[src/hdl/assert_macros.svh]
// Assertion macros used by the top-level RTL file of the ready-queue scheduler.
// No dependencies; the bodies are empty when SYNTH is defined.
`ifndef ASSERT_MACROS_SVH
`define ASSERT_MACROS_SVH

`ifndef SYNTH
// Property check on a clock, held off during reset.
`define PRQ_ASSERT(label, clk, rst_n, prop, msg) \
	label: assert property (@(posedge clk) disable iff (!rst_n) (prop)) else $error(msg);
// Expression that must never be true, checked on a clock, held off during reset.
`define PRQ_NEVER(label, clk, rst_n, expr, msg) \
	label: assert property (@(posedge clk) disable iff (!rst_n) !(expr)) else $error(msg);
`else
`define PRQ_ASSERT(label, clk, rst_n, prop, msg)
`define PRQ_NEVER(label, clk, rst_n, expr, msg)
`endif

`endif

[src/hdl/prq_pkg.sv]
// Package of the ready-queue scheduler: sizes, codes, item types, state enum
// and pointer helpers. No dependencies.
package prq_pkg;

	localparam int LEVELS      = 8;
	localparam int QUEUE_DEPTH = 16;

	localparam int LVL_W  = (LEVELS > 1) ? $clog2(LEVELS) : 1;
	localparam int PTR_W  = $clog2(QUEUE_DEPTH);
	localparam int CNT_W  = $clog2(QUEUE_DEPTH + 1);
	localparam int SLOTS  = LEVELS * QUEUE_DEPTH;
	localparam int ADDR_W = $clog2(SLOTS);

	localparam int ID_W   = 8;
	localparam int REQ_W  = 2;
	localparam int PRIO_W = 4;
	localparam int STAT_W = 3;

	localparam logic [ID_W-1:0] IDLE_ID = 8'd1;

	localparam logic [REQ_W-1:0] REQ_ADD    = 2'd0;
	localparam logic [REQ_W-1:0] REQ_REMOVE = 2'd1;
	localparam logic [REQ_W-1:0] REQ_NEXT   = 2'd2;

	localparam logic [STAT_W-1:0] ST_OK        = 3'd0;
	localparam logic [STAT_W-1:0] ST_BAD_PRIO  = 3'd1;
	localparam logic [STAT_W-1:0] ST_FULL      = 3'd2;
	localparam logic [STAT_W-1:0] ST_NOT_FOUND = 3'd3;
	localparam logic [STAT_W-1:0] ST_IDLE      = 3'd4;

	typedef struct packed {
		logic [REQ_W-1:0]  req_type;
		logic [ID_W-1:0]   task_id;
		logic [PRIO_W-1:0] prio_level;
	} req_t;

	typedef struct packed {
		logic [ID_W-1:0]   chosen_id;
		logic [STAT_W-1:0] status;
	} rsp_t;

	typedef enum logic [2:0] {
		S_IDLE,
		S_DECODE,
		S_SCAN_RD,
		S_SCAN_CMP,
		S_SHIFT_RD,
		S_SHIFT_WR,
		S_PICK_WAIT,
		S_DONE
	} state_t;

	function automatic logic [PTR_W-1:0] ptr_inc(input logic [PTR_W-1:0] p);
		return (p == PTR_W'(QUEUE_DEPTH - 1)) ? '0 : p + PTR_W'(1);
	endfunction

	function automatic logic [PTR_W-1:0] ptr_dec(input logic [PTR_W-1:0] p);
		return (p == '0) ? PTR_W'(QUEUE_DEPTH - 1) : p - PTR_W'(1);
	endfunction

	// flat slot address: level * depth + pointer
	function automatic logic [ADDR_W-1:0] slot_addr(input logic [LVL_W-1:0] lvl,
			input logic [PTR_W-1:0] ptr);
		return ADDR_W'(lvl) * ADDR_W'(QUEUE_DEPTH) + ADDR_W'(ptr);
	endfunction

endpackage

[src/hdl/prq_ram.sv]
// Generic simple dual-port RAM: one write port, one registered read port.
// No dependencies.
module prq_ram #(
	parameter int WIDTH = 8,
	parameter int DEPTH = 128,
	localparam int AW = (DEPTH > 1) ? $clog2(DEPTH) : 1
) (
	input  logic             clk,
	input  logic             we,
	input  logic [AW-1:0]    waddr,
	input  logic [WIDTH-1:0] wdata,
	input  logic [AW-1:0]    raddr,
	output logic [WIDTH-1:0] rdata
);

	logic [WIDTH-1:0] mem [DEPTH];

	always_ff @(posedge clk) begin
		if (we) begin
			mem[waddr] <= wdata;
		end
		rdata <= mem[raddr];
	end

endmodule

[src/hdl/priority_ready_queue_scheduler.sv]
// Top level of the multilevel strict-priority ready queue.
// Uses prq_pkg, prq_ram and assert_macros.svh.
//
//  channel | direction | handshake             | payload
//  --------+-----------+-----------------------+-----------------------------------
//  req     | in        | req_valid / req_ready | req_type, task_id, prio_level
//  rsp     | out       | rsp_valid / rsp_ready | chosen_id, status
//
// Add, any rejected request and pick next on empty queues go from decode straight to
// done; pick next that dequeues passes a RAM read wait state. Remove walks the level:
// each step is a read, then a compare or write on the single slot RAM port.
// Reset empties all levels through the fill counts.
// One request in flight; req_ready is high only in idle.
// A result waits in the output register under stall; done holds until it is free.
`include "assert_macros.svh"

module priority_ready_queue_scheduler
	import prq_pkg::*;
(
	input  logic clk,
	input  logic arst_n,
	input  logic req_valid,
	output logic req_ready,
	input  req_t req,
	output logic rsp_valid,
	input  logic rsp_ready,
	output rsp_t rsp
);

	// sequencer state and latched request
	state_t             state_q, state_d;
	logic [REQ_W-1:0]   req_type_q;
	logic [ID_W-1:0]    id_q;
	logic [LVL_W-1:0]   lvl_q, lvl_d;
	logic               bad_q;

	// walk pointer and index inside the level during remove
	logic [PTR_W-1:0]   pos_q, pos_d;
	logic [CNT_W-1:0]   idx_q, idx_d;

	// pending result
	logic [ID_W-1:0]    res_id_q, res_id_d;
	logic [STAT_W-1:0]  res_st_q, res_st_d;
	logic               res_set;

	// output register
	rsp_t               out_q;
	logic               out_valid_q;
	logic               out_load;

	// per-level queue pointers
	logic [PTR_W-1:0]   head_q [LEVELS];
	logic [PTR_W-1:0]   tail_q [LEVELS];
	logic [CNT_W-1:0]   fill_q [LEVELS];

	logic               add_commit, rem_commit, pick_commit;

	// slot RAM port
	logic               ram_we;
	logic [ADDR_W-1:0]  ram_waddr, ram_raddr;
	logic [ID_W-1:0]    ram_wdata, ram_rdata;

	logic               accept, in_bad;
	logic [CNT_W-1:0]   cur_fill, fill_dec;
	logic [PTR_W-1:0]   cur_head, cur_tail, pos_nxt;
	logic               last_idx;
	logic               pick_found;
	logic [LVL_W-1:0]   pick_lvl;
	logic               walk_st, we_ok;

	assign accept    = req_valid && req_ready;
	assign req_ready = (state_q == S_IDLE);
	assign rsp_valid = out_valid_q;
	assign rsp       = out_q;

	// a level at or above the level count is rejected for add and remove
	assign in_bad = ({1'b0, req.prio_level} >= (PRIO_W + 1)'(LEVELS));

	assign cur_fill = fill_q[lvl_q];
	assign fill_dec = cur_fill - CNT_W'(1);
	assign cur_head = head_q[lvl_q];
	assign cur_tail = tail_q[lvl_q];
	assign pos_nxt  = ptr_inc(pos_q);
	assign last_idx = ((idx_q + CNT_W'(1)) == cur_fill);

	// remove walk states, and states allowed to write the slot RAM
	assign walk_st = (state_q == S_SCAN_RD) || (state_q == S_SCAN_CMP) ||
		(state_q == S_SHIFT_RD) || (state_q == S_SHIFT_WR);
	assign we_ok   = (state_q == S_DECODE) || (state_q == S_SHIFT_WR);

	// lowest-numbered non-empty level
	always_comb begin
		pick_found = 1'b0;
		pick_lvl   = '0;
		for (int l = LEVELS - 1; l >= 0; l--) begin
			if (fill_q[l] != '0) begin
				pick_found = 1'b1;
				pick_lvl   = LVL_W'(l);
			end
		end
	end

	prq_ram #(
		.WIDTH (ID_W),
		.DEPTH (SLOTS)
	) u_slots (
		.clk   (clk),
		.we    (ram_we),
		.waddr (ram_waddr),
		.wdata (ram_wdata),
		.raddr (ram_raddr),
		.rdata (ram_rdata)
	);

	always_ff @(posedge clk or negedge arst_n) begin
		if (!arst_n) begin
			state_q <= S_IDLE;
		end else begin
			state_q <= state_d;
		end
	end

	// next state, RAM control and commit strobes
	always_comb begin
		state_d     = state_q;
		lvl_d       = lvl_q;
		pos_d       = pos_q;
		idx_d       = idx_q;
		res_set     = 1'b0;
		res_id_d    = '0;
		res_st_d    = ST_OK;
		ram_we      = 1'b0;
		ram_waddr   = slot_addr(lvl_q, cur_tail);
		ram_wdata   = id_q;
		ram_raddr   = slot_addr(lvl_q, pos_q);
		add_commit  = 1'b0;
		rem_commit  = 1'b0;
		pick_commit = 1'b0;
		out_load    = 1'b0;

		case (state_q)
			S_IDLE: begin
				if (accept) begin
					lvl_d   = in_bad ? '0 : req.prio_level[LVL_W-1:0];
					state_d = S_DECODE;
				end
			end
			S_DECODE: begin
				case (req_type_q)
					REQ_ADD: begin
						res_set = 1'b1;
						state_d = S_DONE;
						if (bad_q) begin
							res_st_d = ST_BAD_PRIO;
						end else if (cur_fill >= CNT_W'(QUEUE_DEPTH)) begin
							res_st_d = ST_FULL;
						end else begin
							ram_we     = 1'b1;
							add_commit = 1'b1;
						end
					end
					REQ_REMOVE: begin
						if (bad_q) begin
							res_set  = 1'b1;
							res_st_d = ST_BAD_PRIO;
							state_d  = S_DONE;
						end else if (cur_fill == '0) begin
							res_set  = 1'b1;
							res_st_d = ST_NOT_FOUND;
							state_d  = S_DONE;
						end else begin
							pos_d   = cur_head;
							idx_d   = '0;
							state_d = S_SCAN_RD;
						end
					end
					REQ_NEXT: begin
						if (pick_found) begin
							lvl_d     = pick_lvl;
							ram_raddr = slot_addr(pick_lvl, head_q[pick_lvl]);
							state_d   = S_PICK_WAIT;
						end else begin
							res_set  = 1'b1;
							res_id_d = IDLE_ID;
							res_st_d = ST_IDLE;
							state_d  = S_DONE;
						end
					end
					default: begin
						res_set = 1'b1;
						state_d = S_DONE;
					end
				endcase
			end
			S_SCAN_RD: begin
				state_d = S_SCAN_CMP;
			end
			S_SCAN_CMP: begin
				if (ram_rdata == id_q) begin
					state_d = S_SHIFT_RD;
				end else if (last_idx) begin
					res_set  = 1'b1;
					res_st_d = ST_NOT_FOUND;
					state_d  = S_DONE;
				end else begin
					pos_d   = pos_nxt;
					idx_d   = idx_q + CNT_W'(1);
					state_d = S_SCAN_RD;
				end
			end
			S_SHIFT_RD: begin
				if (last_idx) begin
					rem_commit = 1'b1;
					res_set    = 1'b1;
					state_d    = S_DONE;
				end else begin
					ram_raddr = slot_addr(lvl_q, pos_nxt);
					state_d   = S_SHIFT_WR;
				end
			end
			S_SHIFT_WR: begin
				// pull the later entry one place toward the head
				ram_we    = 1'b1;
				ram_waddr = slot_addr(lvl_q, pos_q);
				ram_wdata = ram_rdata;
				pos_d     = pos_nxt;
				idx_d     = idx_q + CNT_W'(1);
				state_d   = S_SHIFT_RD;
			end
			S_PICK_WAIT: begin
				pick_commit = 1'b1;
				res_set     = 1'b1;
				res_id_d    = ram_rdata;
				state_d     = S_DONE;
			end
			S_DONE: begin
				if (!out_valid_q || rsp_ready) begin
					out_load = 1'b1;
					state_d  = S_IDLE;
				end
			end
			default: begin
				state_d = S_IDLE;
			end
		endcase
	end

	// request latch, walk registers, pending result and output register
	always_ff @(posedge clk) begin
		if (accept) begin
			req_type_q <= req.req_type;
			id_q       <= req.task_id;
			bad_q      <= in_bad;
		end
		lvl_q <= lvl_d;
		pos_q <= pos_d;
		idx_q <= idx_d;
		if (res_set) begin
			res_id_q <= res_id_d;
			res_st_q <= res_st_d;
		end
		if (out_load) begin
			out_q.chosen_id <= res_id_q;
			out_q.status    <= res_st_q;
		end
	end

	always_ff @(posedge clk or negedge arst_n) begin
		if (!arst_n) begin
			out_valid_q <= 1'b0;
		end else if (out_load) begin
			out_valid_q <= 1'b1;
		end else if (rsp_ready) begin
			out_valid_q <= 1'b0;
		end
	end

	// queue pointers; reset leaves every level empty
	always_ff @(posedge clk or negedge arst_n) begin
		if (!arst_n) begin
			for (int l = 0; l < LEVELS; l++) begin
				head_q[l] <= '0;
				tail_q[l] <= '0;
				fill_q[l] <= '0;
			end
		end else begin
			if (add_commit) begin
				tail_q[lvl_q] <= ptr_inc(cur_tail);
				fill_q[lvl_q] <= cur_fill + CNT_W'(1);
			end
			if (rem_commit) begin
				tail_q[lvl_q] <= ptr_dec(cur_tail);
				fill_q[lvl_q] <= fill_dec;
			end
			if (pick_commit) begin
				head_q[lvl_q] <= ptr_inc(cur_head);
				fill_q[lvl_q] <= fill_dec;
			end
		end
	end

	// slot RAM is written only by an add or a shift step
	`PRQ_NEVER(a_ram_we_state, clk, arst_n, ram_we && !we_ok, "slot write outside add or shift")
	// the walk index stays inside the level's held entries
	`PRQ_ASSERT(a_idx_range, clk, arst_n, walk_st |-> (idx_q < cur_fill), "walk past fill count")
	// a dequeue lowers that level's fill count by one; the level holds in done
	`PRQ_ASSERT(a_pick_fill, clk, arst_n, pick_commit |=> (cur_fill == $past(fill_dec)), "fill not dropped")

endmodule

[config.mk]
export PLATFORM = sky130hd
export DESIGN_NAME = priority_ready_queue_scheduler
export DESIGN_NICKNAME = d
export VERILOG_FILES = /design/src/hdl/prq_pkg.sv /design/src/hdl/prq_ram.sv /design/src/hdl/priority_ready_queue_scheduler.sv
export VERILOG_INCLUDE_DIRS = /design/src /design/src/hdl
export SDC_FILE = /design/constraint.sdc
export NUM_CORES = 2
export LEC_CHECK = 0
export BUFFER_PORTS_ARGS = -buffer_cell sky130_fd_sc_hd__buf_2
export CAP_MARGIN = 30
export CELL_PAD_IN_SITES_DETAIL_PLACEMENT = 1
export CELL_PAD_IN_SITES_GLOBAL_PLACEMENT = 1
export CORE_ASPECT_RATIO = 1.5
export CORE_MARGIN = 8
export CORE_UTILIZATION = 43
export CTS_BUF_LIST = sky130_fd_sc_hd__clkbuf_4 sky130_fd_sc_hd__clkbuf_8
export DETAILED_ROUTE_END_ITERATION = 16
export PLACE_DENSITY_LB_ADDON = 0.1
export SKIP_LAST_GASP = 1
export SYNTH_ARGS = -nofsm -noshare
export SYNTH_HDL_FRONTEND = slang
export SYNTH_SLANG_ARGS = --single-unit
[constraint.sdc]
create_clock -name clk -period 6.6 [get_ports clk]
set_clock_uncertainty 0.2 [all_clocks]
set_input_delay 1.32 -clock clk [delete_from_list [all_inputs] [get_ports clk]]
set_output_delay 1.32 -clock clk [all_outputs]
set_load 0.02 [all_outputs]
-- After elaboration in Yosys (flattened, before gate mapping)
Memories as Yosys holds them, arrays and structs flattened. A register that Yosys moved wholly into a read port is not among the register bits.
Cells that the tools add are included.
- flip-flop bits (word level): 153
- latch bits: 0
- bits in writable memories: 1024
- ROM bits: 0
- input bits: 18
- output and inout port bits: 13
- word-level logic and storage cells: 212
- memories kept: 1
- memory list (memory ; depth ; width ; rd ports ; clocked after Yosys merged registers in ; wr ports ; RTL line ; text):
    u_slots.mem ; 128 ; 8 ; 1 ; 1 ; 1 ; prq_ram.sv:16 ; logic [WIDTH-1:0] mem [DEPTH];
- $add $sub $neg: 11
- $mul: 0
- divide/modulo/power cells: 0
- magnitude comparators: 5
- eq/ne operators: 23
- shifts and indexed selects: 0
- multiplexer cells: 112
- bitwise gates (word level): 2
- reductions and logical operators: 22
- operators with widths (kind ; number):
    $bwmux W40 ; 3
    $mux W40 ; 3
    $bwmux W32 ; 3
    $mux W32 ; 2
    $mux W4 ; 16
    $mux W3 ; 19
    $mux W5 ; 8
    $reduce_bool A5 Y1 ; 8
    $bmux W4 S3 ; 3
    $add A7 B4 Y7 ; 4
    $mux W1 ; 28
    $mux W7 ; 4
    $pmux W3 S8 ; 1
    $pmux W3 S2 ; 3
    $pmux W8 S2 ; 1
    $bmux W5 S3 ; 1
    $demux W5 S3 ; 1
    $pmux W5 S3 ; 1
    $mux W2 ; 7
    $pmux W7 S2 ; 1
    $add A4 B1 Y4 const B ; 3
    $demux W4 S3 ; 1
    $eq A3 B3 Y1 const B ; 4
    $eq A4 B4 Y1 const B ; 3
    other kinds (32) ; 47

-- Logic depth before layout (Yosys ltp)
- word-level depth: 17
- gate-level depth with buffers: 20
- gate-level depth less buffers: 15

-- Cells and area by module
From an unflattened synthesis, not the netlist that was laid out.
- cells, all modules: 2521
- area, all modules: 48612.9 um^2
- modules (own cells, without submodules) (module ; instances ; cells each ; area each (um^2) ; seq. area each (um^2)):
    prq_ram ; 1 ; 1635 ; 39665.5 ; 30909.6
    priority_ready_queue_scheduler ; 1 ; 886 ; 8947.3 ; 4053.9

-- Least setup slack after synthesis
Ideal clock, no wire load.
- kind: register to register
- from: register fill_q[31] (netlist bit)
- to: register u_slots.rdata[2], read port of u_slots.mem
- setup time: 0.086 ns
- arrival time: 4.096 ns
- data required time: 6.314 ns
- slack: 2.218 ns
- stages on the path, launching flop included: 16
- buffers on the path: 2
- clock period less this slack: 4.382 ns
- path through: dfrtp_1 > or4_4 > or4b_4 > a311oi_4 > mux2i_1 > mux2i_1 > o21ai_1 > o221a_2 > buf_4 > nand3_4 > buf_2 > o221ai_1 > a21oi_1 > nor4_1 > a21oi_1 > a211oi_1
- word-level cells in the longest chain between the ends: 11
- elaborated cells between the ends (all ways): 18
- those cells by class: 1 x add/sub; 1 x eq/ne; 14 x mux; 1 x bitwise; 1 x reduce/logical
- ends and longest elaborated chain (element ; RTL line ; text):
    start, declared ; priority_ready_queue_scheduler.sv:54 ; logic [CNT_W-1:0] fill_q [LEVELS];
    start signal, assigned by index ; priority_ready_queue_scheduler.sv:289 ; fill_q[lvl_q] <= cur_fill + CNT_W'(1);
    start signal, assigned by index ; priority_ready_queue_scheduler.sv:293 ; fill_q[lvl_q] <= fill_dec;
    start signal, assigned by index ; priority_ready_queue_scheduler.sv:297 ; fill_q[lvl_q] <= fill_dec;
    $reduce_bool A5 Y1 ; priority_ready_queue_scheduler.sv:96 ; if (fill_q[l] != '0) begin
    $mux W3 (2 in a row) ; priority_ready_queue_scheduler.sv:96 ;
    $not A3 Y4 (not written as such) ; priority_ready_queue_scheduler.sv:180 ; ram_raddr = slot_addr(pick_lvl, head_q[pick_lvl]);
    $bmux W4 S3 ; priority_ready_queue_scheduler.sv:180 ;
    $mux W4 (not written as such) (2 in a row) ; priority_ready_queue_scheduler.sv:180 ;
    $add A7 B4 Y7 ; prq_pkg.sv:64 ; return ADDR_W'(lvl) * ADDR_W'(QUEUE_DEPTH) + ADDR_W'(ptr);
    $mux W7 ; priority_ready_queue_scheduler.sv:178 ; if (pick_found) begin
    $mux W7 ; priority_ready_queue_scheduler.sv:149 ; case (req_type_q)
    $pmux W7 S2 * ; priority_ready_queue_scheduler.sv:141 ; case (state_q)
    end, declared ; prq_ram.sv:13 ; output logic [WIDTH-1:0] rdata
Every way passes the cells marked *; elsewhere a longest branch is shown, timed or not. The select of a mux whose other input is x is not followed.
A chain may end at the register's enable or synchronous reset.

-- Worst setup path after layout
- from: register fill_q[21] (netlist bit)
- to: register u_slots.rdata[6], read port of u_slots.mem
- word-level cells in the longest chain between the ends: 13
- elaborated cells between the ends (all ways): 22
- those cells by class: 1 x add/sub; 1 x eq/ne; 18 x mux; 1 x bitwise; 1 x reduce/logical
- ends and longest elaborated chain (element ; RTL line):
    $reduce_bool A5 Y1 ; priority_ready_queue_scheduler.sv:96
    $mux W3 (4 in a row) ; priority_ready_queue_scheduler.sv:96
    $not A3 Y4 (not written as such) ; priority_ready_queue_scheduler.sv:180
    $bmux W4 S3 ; priority_ready_queue_scheduler.sv:180
    $mux W4 (not written as such) (2 in a row) ; priority_ready_queue_scheduler.sv:180
    $add A7 B4 Y7 ; prq_pkg.sv:64
    $mux W7 ; priority_ready_queue_scheduler.sv:178
    $mux W7 ; priority_ready_queue_scheduler.sv:149
    $pmux W7 S2 * ; priority_ready_queue_scheduler.sv:141
Marked as above.

==> flow_metrics.tcl <==
set metrics [dict create \
    status "complete, no violations" \
    max_slew_margin_pct 30.5 \
    syn-num-nets 3833 \
    grt_overflow 0 \
    insertion_delay_ns 0.88 \
    arrival_ns 6.70 \
    p_leak_nw 19.7 \
    max_cap_violations 0 \
    clock.fmax_mhz 163 \
    finalMaxSlewViolations 0 \
    min_from "res_id_q[4]$_SDFFCE_PN0P_" \
    core_um2 115000 \
    syn_area_um2 49900 \
    die_x_um 294 \
    r2r-start "fill_q[21]$_DFF_PN0_" \
    wl_met3_mm 7.65 \
    cts-resized-gates 0 \
    synth-seq-area-share_pct 70.1 \
    wl_per_cell_um 30.6 \
    start_kind "register" \
    setup_viol 0 \
    hold_path_class "reg2reg" \
    ios 31 \
    clock-sinks 1185 \
    dpl.hpwl_mm 117 \
    drc 0 \
    cts_buffer_depth 3 \
    area_growth_pct 12.2 \
    drt-initial-drc-count 2550 \
    routed_wl_mm 173 \
    cts.hold.buffers_added 0 \
    tightest_slew_ns 1.04 \
    finalHoldViolCount 0 \
    crit_type "reg2reg" \
    syn_inst 3804 \
    yosysTopAreaCell "edfxtp_1" \
    critical_path.startpoint "fill_q[21]$_DFF_PN0_" \
    period_needed_ns 6.12 \
    met1_length_mm 62.6 \
    rsz0062_at_grt "false" \
    final_area_um2 56000 \
    synthFlopType "edfxtp_1" \
    post_cts_buffers 0 \
    path_max_fanout 29 \
    cts_tree "done" \
    syn_area_per_cell_um2 13.1 \
    routed.top_layer "met4" \
    viasPerCell 5.86 \
    drtAntennaViolNets 0 \
    grt_pass1_wl_mm 248 \
    fillers 11800 \
    die-area_um2 127000 \
    placed_cell_area_um2 52500 \
    setup_tns_ns 0 \
    layout-drive-gt1-share_pct 13.9 \
    h-tree-depth 4 \
    synth_area_leaders "edfxtp_1 64%, nand2_1 5.9%, dfrtp_1 5.4%, mux2i_1 5.1%, nand3_1 2.4%" \
    dr_total_vias 33200 \
    ys_ff_latch 1185 \
    hold_slack_ns 0.224 \
    path_clk_slew_ns 0.07 \
    antenna_found_initial 10 \
    start_util_pct 43.2 \
    synth.distinct_cells 85 \
    endpoint_kind "register" \
    grt_pass1_vias 35300 \
    ys_warn_count 0 \
    async_flop_share_pct 9.11 \
    grt_use_total_pct 26.9 \
    ff_latch_area_um2 35000 \
    synthDominantCellAreaShare_pct 64.4 \
    cellPowerDensity_nw_per_um2 488 \
    numCtsBuffers 178 \
    cp.required_ns 7.18 \
    ir_drop_mv 0.388 \
    die_h_um 433 \
    multiInputGateArea_um2 13800 \
    grt_max_degree 111 \
    period_share_pct 92.7 \
    gp_routability_congestion 0.955 \
    core.rowCount 153 \
    synth_edf_count 1069 \
    io_buffers 30 \
    wl_met2_mm 90.7 \
    drtPass1Iterations 6 \
    root_buffer "clkbuf_8" \
    nNetsFinal 3990 \
]
## worst max-delay path, stage by stage, from the launching register on
cell and delay (ns):
dfrtp_1 0.41, or4_1 0.64, or4_1 0.55, nor2_1 0.31, nand2_1 0.20, o31ai_1 0.57
o221a_4 0.71, buf_4 0.42, mux2i_1 0.16, o221ai_1 0.52, o21ai_0 0.43, a22oi_1 0.31
a21oi_1 0.19, nor4_2 0.31
## power breakdown
group / switching [mW] / internal [mW] / leakage [nW] / total, mW
sequential: 0.566 / 9.18 / 11.1 / 9.75
combinational: 8.15 / 3.49 / 6.76 / 11.6
clock: 2.89 / 3.03 / 1.83 / 5.92
## state kept, by name (all words and copies together) (netlist names), named ones only
signal and flops:
lvl_q 3, tail_q 32, fill_q 38, u_slots.mem 1024, rsp_valid 1, idx_q 5, u_slots.rdata 8, rsp 11
pos_q 4, head_q 32, bad_q 1, res_id_q 8, req_type_q 2, id_q 8, state_q 3, res_st_q 3
## through the flow
step                      setup slack (ns)  total power [mW]  std cells  util [%]
after floorplan                       2.22              16.5       3804         -
after global placement               0.559              21.2       5320      45.4
after detailed placement             0.591              21.5       5327      45.5
after CTS                            0.534              27.5       5649      48.4
after global routing                 0.323              28.4       5655      48.5
final                                0.482              27.3       5658      48.5
## final timing paths
path | end | slack [ns] | depth (start not counted)
setup / recovery | u_slots.rdata[6]$_DFF_P_ | 0.48 | 13
hold / removal | rsp[7]$_DFFE_PP_ | 0.22 | 0
setup reg to reg | u_slots.rdata[6]$_DFF_P_ | 0.48 | 13
hold reg to reg | rsp[7]$_DFFE_PP_ | 0.22 | 0
max in group asynchronous | tail_q[14]$_DFF_PN0_ | 4.63 | 2
min in group asynchronous | rsp_valid$_DFFE_PN0P_ | 0.31 | 1
## cell type report
class	instances	share of cell area, %
multi-input combinational	2378	24.7
clock inverter	75	0.704
inverter	16	0.107
tap	1550	3.47
sequential	1185	62.5
timing repair buffer	202	3.02
clock buffer	247	5.45
antenna	5	0.0224
## logic make-up (layout without fill, tap and decap cells)
| kind of cell | Yosys count | after routing | share of synthesized area (%) |
|---|---|---|---|
| simple gates | 1442 | 1442 | 12.5 |
| fa+ha+maj | 11 | 11 | 0.276 |
| other cells | 0 | 5 | 0 |
| compound gates | 610 | 610 | 8.07 |
| flops | 1185 | 1185 | 70.1 |
| mux | 293 | 293 | 6.29 |
| buf+inv | 241 | 540 | 2.38 |
| xor+xnor | 22 | 22 | 0.386 |
## cell usage after synthesis (9+ instances only)
cell type,number
inv_1,16
buf_1,17
o22a_1,23
o22ai_1,49
nand2b_1,11
a22oi_1,27
a2111oi_0,13
mux2i_1,255
nor2_1,237
nor3_1,27
a21oi_1,215
o21ai_0,81
mux2_2,24
a31oi_1,28
xor2_1,16
ha_1,11
o211ai_1,19
o221ai_1,29
and2_1,18
o31ai_1,12
buf_6,10
nor4_1,24
or4_1,11
a211oi_1,13
nand2_1,787
dfrtp_1,108
and3_1,29
buf_4,26
edfxtp_1,1069
buf_2,88
a22o_1,11
nor2b_1,9
or3_1,13
nand3_1,237
clkbuf_1,84
mux4_2,14
## layout by cell type (no fill, tap or decap), types with 28 or more instances in the layout
master	count
o21ai_0	81
o22ai_1	49
nor2_1	236
clkinv_1	43
buf_4	151
buf_2	31
edfxtp_1	1069
nand2_1	781
nand3_1	237
o221ai_1	29
clkbuf_4	56
clkbuf_8	191
a31oi_1	28
mux2i_1	255
and3_1	29
a21oi_1	215
dfrtp_1	108
## metal layers
metal,up-vias,GRT usage [%]
met1,17200,29.4
met5,-,0
met3,392,4.24
li1,14600,-
met2,1030,48.6
met4,0,16.5
Note: power is estimated with default switching activity, not from simulation.
